==> src/lasf_pkg.sv <==
// ----------------------------------------------------------------------------
// lasf_pkg
// shared constants and types for the local alignment score fill block
// ----------------------------------------------------------------------------
`default_nettype none

package lasf_pkg;

  localparam int DEF_MAX_A_LEN  = 1024;
  localparam int DEF_SCORE_BITS = 20;

  localparam int CFG_IDX_BITS  = 3;
  localparam int CFG_DATA_BITS = 11;
  localparam int ROW_BITS      = 13;
  localparam int COL_BITS      = 11;
  localparam int SYM_BITS      = 8;

  localparam logic [CFG_IDX_BITS-1:0] REG_MATCH_AWARD    = 3'd0;
  localparam logic [CFG_IDX_BITS-1:0] REG_MISMATCH_AWARD = 3'd1;
  localparam logic [CFG_IDX_BITS-1:0] REG_GAP_OPEN       = 3'd2;
  localparam logic [CFG_IDX_BITS-1:0] REG_GAP_EXTEND     = 3'd3;
  localparam logic [CFG_IDX_BITS-1:0] REG_GAPS_DIS       = 3'd4;
  localparam logic [CFG_IDX_BITS-1:0] REG_MISMATCHES_DIS = 3'd5;
  localparam logic [CFG_IDX_BITS-1:0] REG_A_LENGTH       = 3'd6;

  localparam logic [ROW_BITS-1:0] ROW_TOP = 13'd8191;

  typedef struct packed {
    logic [7:0] match_award;
    logic [7:0] mismatch_award;
    logic [7:0] open_cost;
    logic [7:0] extend_cost;
    logic       gaps_dis;
    logic       mm_dis;
  } cfg_t;

  localparam cfg_t CFG_RESET = '{
    match_award:    8'h01,
    mismatch_award: 8'hFF,
    open_cost:      8'hFE,
    extend_cost:    8'hFF,
    gaps_dis:       1'b0,
    mm_dis:         1'b0
  };

  localparam logic [COL_BITS-1:0] A_LENGTH_RESET = 11'd1024;

endpackage

`default_nettype wire

==> src/lasf_cell.sv <==
// ----------------------------------------------------------------------------
// lasf_cell
// one cell of the affine-gap recurrence: match, gap in a and gap in b scores
// ----------------------------------------------------------------------------
`default_nettype none

module lasf_cell #(
  parameter int SCORE_BITS = lasf_pkg::DEF_SCORE_BITS
) (
  input  wire logic [lasf_pkg::SYM_BITS-1:0] sym_a,
  input  wire logic [lasf_pkg::SYM_BITS-1:0] sym_b,
  input  wire lasf_pkg::cfg_t                cfg,
  input  wire logic [SCORE_BITS-1:0]         d_m,
  input  wire logic [SCORE_BITS-1:0]         d_a,
  input  wire logic [SCORE_BITS-1:0]         d_b,
  input  wire logic [SCORE_BITS-1:0]         u_m,
  input  wire logic [SCORE_BITS-1:0]         u_a,
  input  wire logic [SCORE_BITS-1:0]         u_b,
  input  wire logic [SCORE_BITS-1:0]         l_m,
  input  wire logic [SCORE_BITS-1:0]         l_a,
  input  wire logic [SCORE_BITS-1:0]         l_b,
  output logic      [SCORE_BITS-1:0]         new_m,
  output logic      [SCORE_BITS-1:0]         new_a,
  output logic      [SCORE_BITS-1:0]         new_b
);

  localparam int SW = SCORE_BITS + 2;
  localparam logic [SCORE_BITS-1:0] TOP = '1;

  function automatic logic [SCORE_BITS-1:0] clamp_score(input logic signed [SW-1:0] v);
    logic signed [SW-1:0] top_s;
    top_s = signed'({2'b00, TOP});
    if (v < 0) return '0;
    if (v > top_s) return TOP;
    return v[SCORE_BITS-1:0];
  endfunction

  function automatic logic [SCORE_BITS-1:0] max_u(input logic [SCORE_BITS-1:0] a,
                                                  input logic [SCORE_BITS-1:0] b);
    return (a > b) ? a : b;
  endfunction

  function automatic logic signed [SW-1:0] sext8(input logic [7:0] v);
    return signed'({{(SW-8){v[7]}}, v});
  endfunction

  logic                    eq;
  logic signed [SW-1:0]    sub_s;
  logic signed [SW-1:0]    ext_s;
  logic signed [SW-1:0]    opn_s;
  logic [SCORE_BITS-1:0]   d_max;
  logic signed [SW-1:0]    m_sum;
  logic signed [SW-1:0]    a_open;
  logic signed [SW-1:0]    a_ext;
  logic signed [SW-1:0]    b_open;
  logic signed [SW-1:0]    b_ext;

  always_comb begin
    eq     = (sym_a == sym_b);
    sub_s  = eq ? sext8(cfg.match_award) : sext8(cfg.mismatch_award);
    ext_s  = sext8(cfg.extend_cost);
    opn_s  = ext_s + sext8(cfg.open_cost);
    d_max  = max_u(max_u(d_m, d_a), d_b);
    m_sum  = signed'({2'b00, d_max}) + sub_s;
    a_open = signed'({2'b00, max_u(u_m, u_b)}) + opn_s;
    a_ext  = signed'({2'b00, u_a}) + ext_s;
    b_open = signed'({2'b00, max_u(l_m, l_a)}) + opn_s;
    b_ext  = signed'({2'b00, l_b}) + ext_s;

    new_m = (cfg.mm_dis && !eq) ? '0 : clamp_score(m_sum);
    new_a = cfg.gaps_dis ? '0 : clamp_score((a_open > a_ext) ? a_open : a_ext);
    new_b = cfg.gaps_dis ? '0 : clamp_score((b_open > b_ext) ? b_open : b_ext);
  end

endmodule

`default_nettype wire

==> config.mk <==
export PLATFORM = sky130hd
export DESIGN_NAME = lasf_cell
export DESIGN_NICKNAME = d
export VERILOG_FILES = /design/src/lasf_pkg.sv /design/src/lasf_cell.sv
export SDC_FILE = /design/constraint.sdc
export NUM_CORES = 1
export LEC_CHECK = 0
export BUFFER_PORTS_ARGS = -buffer_cell sky130_fd_sc_hd__buf_2
export CELL_PAD_IN_SITES_DETAIL_PLACEMENT = 0
export CELL_PAD_IN_SITES_GLOBAL_PLACEMENT = 2
export CORE_MARGIN = 10
export CORE_UTILIZATION = 30
export DETAILED_ROUTE_END_ITERATION = 7
export PLACE_DENSITY = 0.86
export SLEW_MARGIN = 5
export SYNTH_ARGS = -nofsm -noshare
export SYNTH_HDL_FRONTEND = slang
export SYNTH_SLANG_ARGS = --single-unit
==> constraint.sdc <==
create_clock -name vclk -period 22.9
set_input_delay 3.435 -clock vclk [all_inputs]
set_output_delay 3.435 -clock vclk [all_outputs]
set_load 0.01 [all_outputs]
# Word level (Yosys, flattened, before mapping)
# Cells that the tools add are included.
# Widths: inputs -> output; s select.
[totals]
ff_bits = 0
in_bits = 230
out_inout_bits = 60
elab_cells = 52
[op_classes]
add_sub_neg = 6
magnitude_cmp = 12
n_eq_ne = 1
mux = 31
reduce_logical = 2
[op_table]
columns = ["op", "n"]
rows = [
  ["$mux 20", 19],
  ["$gt 20x20->1", 4],
  ["$gt 22x21->1 const B", 3],
  ["$lt 22x1->1 const B", 3],
  ["$mux 22", 3],
  ["$add 21x8->22", 2],
  ["$add 21x9->22", 2],
  ["$gt 22x22->1", 2],
  ["$add 21x22->22", 1],
  ["$add 8x8->9", 1],
  ["$mux 1", 9],
  ["$eq 8x8->1", 1],
  ["$logic_and 1x1->1", 1],
  ["$logic_not 1->1", 1],
]

# Longest topological paths before layout
[depth]
ltp_word = 11
depth_mapped = 39
depth_no_buf = 37

# Worst setup path before layout
# Ideal clock, no wire load.
[synth_path]
kind = "input -> output"
from = "input port cfg[2] in the netlist's numbering"
to = "output port new_b[17]"
arrival_time_ns = 10.461
required_ns = 19.465
path_slack_ns = 9.004
path_stages = 30
path_buffers = 2
cell_sequence = "ha_1 fa_1 a21oi_1 nor2_1 nor2_1 o21bai_1 a21oi_1 nor2b_1 o22ai_1 ha_1 a21oi_1 o21ai_0 a31o_2 nand2b_1 a21o_1 a21boi_1 o41ai_1 xnor2_1 clkbuf_1 ha_1 nand4_1 or2_2 inv_1 o211ai_1 a21boi_2 o221ai_4 mux2i_4 mux2i_1 buf_6 a211oi_1"
[synth_between]
elab_chain_cells = 10
elab_cells_between_ends = 14
classes_between = "add/sub (3); order compare (3); mux (8)"
[synth_lines]
columns = ["element", "line", "source"]
rows = [
  ["from (decl)", "lasf_cell.sv:12", "input wire lasf_pkg::cfg_t cfg,"],
  ["$add 8x8->9", "lasf_cell.sv:62", "opn_s = ext_s + sext8(cfg.open_cost);"],
  ["$add 21x9->22", "lasf_cell.sv:67", "b_open = signed'({2'b00, max_u(l_m, l_a)}) + opn_s;"],
  ["$gt 22x22->1", "lasf_cell.sv:72", "new_b = cfg.gaps_dis ? '0 : clamp_score((b_open > b_ext) ? b_open : b_ext);"],
  ["$mux 22 *", "lasf_cell.sv:72", ""],
  ["$gt 22x21->1", "lasf_cell.sv:34", "if (v > top_s) return TOP;"],
  ["$mux 1 (2 in a row)", "lasf_cell.sv:34", ""],
  ["$mux 20", "lasf_cell.sv:35", "return v[SCORE_BITS-1:0];"],
  ["$mux 20 *", "lasf_cell.sv:34", ""],
  ["$mux 20 *", "lasf_cell.sv:72", ""],
  ["to (decl)", "lasf_cell.sv:24", "output logic [SCORE_BITS-1:0] new_b"],
]
# Every way passes the cells marked *; elsewhere a longest branch is shown, timed or not. The select of a mux whose other input is x is not followed.

# Final worst setup path
[layout_path]
from = "input port d_a[6]"
to = "output port new_m[5]"
[layout_between]
elab_chain_cells = 11
elab_cells_between_ends = 14
classes_between = "add/sub (1); order compare (4); mux (9)"
[layout_lines]
columns = ["element", "line", "source"]
rows = [
  ["from (decl)", "lasf_cell.sv:14", "input wire logic [SCORE_BITS-1:0] d_a,"],
  ["$gt 20x20->1", "lasf_cell.sv:40", "return (a > b) ? a : b;"],
  ["$mux 20 *", "lasf_cell.sv:40", ""],
  ["$gt 20x20->1", "lasf_cell.sv:40", ""],
  ["$mux 20 *", "lasf_cell.sv:40", ""],
  ["$add 21x22->22 *", "lasf_cell.sv:64", "m_sum = signed'({2'b00, d_max}) + sub_s;"],
  ["$gt 22x21->1", "lasf_cell.sv:34", ""],
  ["$mux 1 (2 in a row)", "lasf_cell.sv:34", ""],
  ["$mux 20", "lasf_cell.sv:35", ""],
  ["$mux 20 *", "lasf_cell.sv:34", ""],
  ["$mux 20 *", "lasf_cell.sv:70", "new_m = (cfg.mm_dis && !eq) ? '0 : clamp_score(m_sum);"],
  ["to (decl)", "lasf_cell.sv:22", "output logic [SCORE_BITS-1:0] new_m,"],
]
# Marked as above.

==> run metrics <==
max cap viols=0; routability cong.=0.9123; Peak VDD IR=0.03054 mV; final net count=2013; Leakage=6.335 nW; Die ar.=0.04146 sq mm; Remaining DRCs=0; Hold-fix buffers, CTS=0; setup_tns=0 ns; GRT Total Usage=0.1643; internal power=314.0 uW; Register Area=0 sq um; run status=complete, no violations; Synth Area in Simple Gates=0.1470; Slew headroom=0.3017; Avg Cell Area, Syn=8.001 sq um; fraction of the mapped netlist area in adder cells=0.3037; Post-Syn Instances=1264; io pins=290; Final Hold Viols=0; synth unique cells=90; Crit. End Element=output pin; Power Density=61.56 mW/mm^2; post-synth net total=1735; Layout area overhead=19.71%; Crit path largest cell delay=0.79 ns; Iter 0 DRT Violations=364; Core Footprint=0.03336 sq mm; ANT cells=0; post-DP HPWL=32540 um; register area share after synthesis=0; Final min period=15.20 ns; # port buffers=290; final setup fails=0; largest net degree at the start of global routing=35; f_max=65.78 MHz; Net Sw Frac=0.5786; Post-CTS Setup Bufs=0; WP data arrival=11.77 ns; initial core utilization=0.3031; first-pass GRT wire length=56120 um; Final WS setup=7.697 ns; Critical Path Start Type=primary input; Setup WS pre-CTS=7.703 ns; critical-path maximum fanout=21; initial antenna violation count=2; vias in the first global route=10603; sequential cells=0; synthesized cell area=0.01011 sq mm; CP max stage cell=o22ai_2; NetSw=431.2 uW; drt first pass iters=4; YS warnings=0; worst-margin pin slew=1.047 ns; worst hold path type=primary input to output pin; Seq pwr share=0; Worst Path Required=19.47 ns; layout cells sized above 1=0.3000; WL/cell=18.24 um; Fill cells=3606; Worst path most repeated cell=a21o_1; Max Slew Vio Count=0; Via Count=10323; Clock power frac=0; final core occ=0.3629; clk_buf instances=0; chip width=203.6 um; post-synthesis mux area share=0.1033; largest family of logic cells by synthesized area=adder cells; post-synthesis xor/xnor area fraction=0.09167; RSZ-0062 raised after global routing=no; CTS-repair resized insts=0; period utilization=0.6639; combinational share of power=1.000; via/cell ratio=5.193; Detail Route Antenna Nets=0; Cell Rows=67; Synth Area in Compound Gates=0.2946; drt total wl=36260 um; Die Ht=203.6 um; CP Class=primary input to output pin; GRT overflow=0
[power groups by stage]
stage / sequential [mW] / combinational, mW / clock (mW)
final: 0 / 0.745 / 0
after global routing: 0 / 0.830 / 0
after CTS: 0 / 0.749 / 0
after detailed placement: 0 / 0.745 / 0
after global placement: 0 / 0.740 / 0
after floorplan: 0 / 0.539 / 0
[cells by family (layout without fill, tap and decap cells)]
| family | Yosys count | after routing |
|---|---|---|
| fa+ha+maj | 242 | 242 |
| mux | 92 | 92 |
| buf+inv | 147 | 423 |
| compound gates | 402 | 402 |
| xor+xnor | 105 | 105 |
| simple gates | 276 | 276 |
[critical path, delay by kind of cell]
family	cells	cell delay, ns
fa+ha+maj	3	0.87
simple gates	7	0.76
mux	2	0.76
buf+inv	5	0.86
compound gates	22	5.07
[through the flow]
stage / power [mW] / instance area [sq um] / hold WS, ns / std cells
after floorplan: 0.5385 / 10110 / 7.207 / 1264
after global placement: 0.7399 / 12110 / 7.407 / 1988
after detailed placement: 0.7446 / 12110 / 7.414 / 1988
after CTS: 0.7493 / 12110 / 7.417 / 1988
after global routing: 0.8295 / 12110 / 7.450 / 1988
final: 0.7452 / 12110 / 7.409 / 1988
[final cells by class]
cell class / count / area (sq um) / area share
inverters: 121 / 454.2 / 0.03752
well taps: 448 / 560.5 / 0.04630
multi-input cells: 1117 / 9550 / 0.7889
repair buffers: 302 / 1541 / 0.1273
[final timing paths]
check | to | slack, ns | from | cells past startpoint
max | new_m[5] | 7.70 | d_a[6] | 39
min | new_m[16] | 7.41 | cfg[0] | 4
[metal layers]
layer,routed length (um),GRT usage
met1,16940,0.2066
met2,17290,0.2981
met3,1564,0.02158
met4,449,0.01998
met5,7,0
[synthesized netlist by cell type (3+ instances only)]
library cell	instances	area, sq um
o21a_1	17	127.6
a31oi_1	8	50.05
a21o_1	88	660.6
o211ai_1	11	82.58
nor2_1	58	217.7
inv_1	120	450.4
nand2_1	36	135.1
or2_1	3	18.77
o21ai_0	38	190.2
nor3b_1	4	30.03
and3_1	7	43.79
a311oi_1	9	78.83
ha_1	235	2940
a211o_1	6	52.55
a211oi_2	22	275.3
mux2i_1	5	50.05
nand4_1	30	187.7
and2_1	3	18.77
o22ai_1	7	43.79
a311oi_2	9	135.1
xnor2_1	56	490.5
a21oi_1	110	550.5
o31a_1	4	35.03
nor3_1	42	210.2
nor2b_1	20	125.1
buf_2	6	30.03
and4_1	4	35.03
clkbuf_1	12	45.04
o21ai_1	4	20.02
nand3_1	19	95.09
mux2_2	85	957.2
nand2b_1	15	93.84
o21bai_1	15	112.6
a211oi_1	9	67.56
buf_6	6	67.56
xor2_1	48	420.4
fa_1	6	120.1
nor4_1	7	43.79
a31o_2	3	26.28
o221ai_1	3	26.28
or2_2	6	37.54
or3_1	9	56.30
[cells in the final DEF, fill, tap and decap left out, drive strengths merged, types with 6 or more instances in the layout]
cell / Yosys / final
a211o: 6 / 6
a211oi: 31 / 31
a21o: 88 / 88
a21oi: 112 / 112
a311oi: 18 / 18
a31oi: 8 / 8
and3: 8 / 8
buf: 14 / 302
fa: 6 / 6
ha: 235 / 235
inv: 120 / 120
mux2: 86 / 86
mux2i: 6 / 6
nand2: 36 / 36
nand2b: 15 / 15
nand3: 20 / 20
nand4: 30 / 30
nor2: 61 / 61
nor2b: 20 / 20
nor3: 43 / 43
nor4: 7 / 7
o211ai: 12 / 12
o21a: 17 / 17
o21ai: 43 / 43
o21bai: 15 / 15
o22ai: 7 / 7
or2: 9 / 9
or3: 9 / 9
xnor2: 57 / 57
xor2: 48 / 48
(Power assumes the default switching activity.)
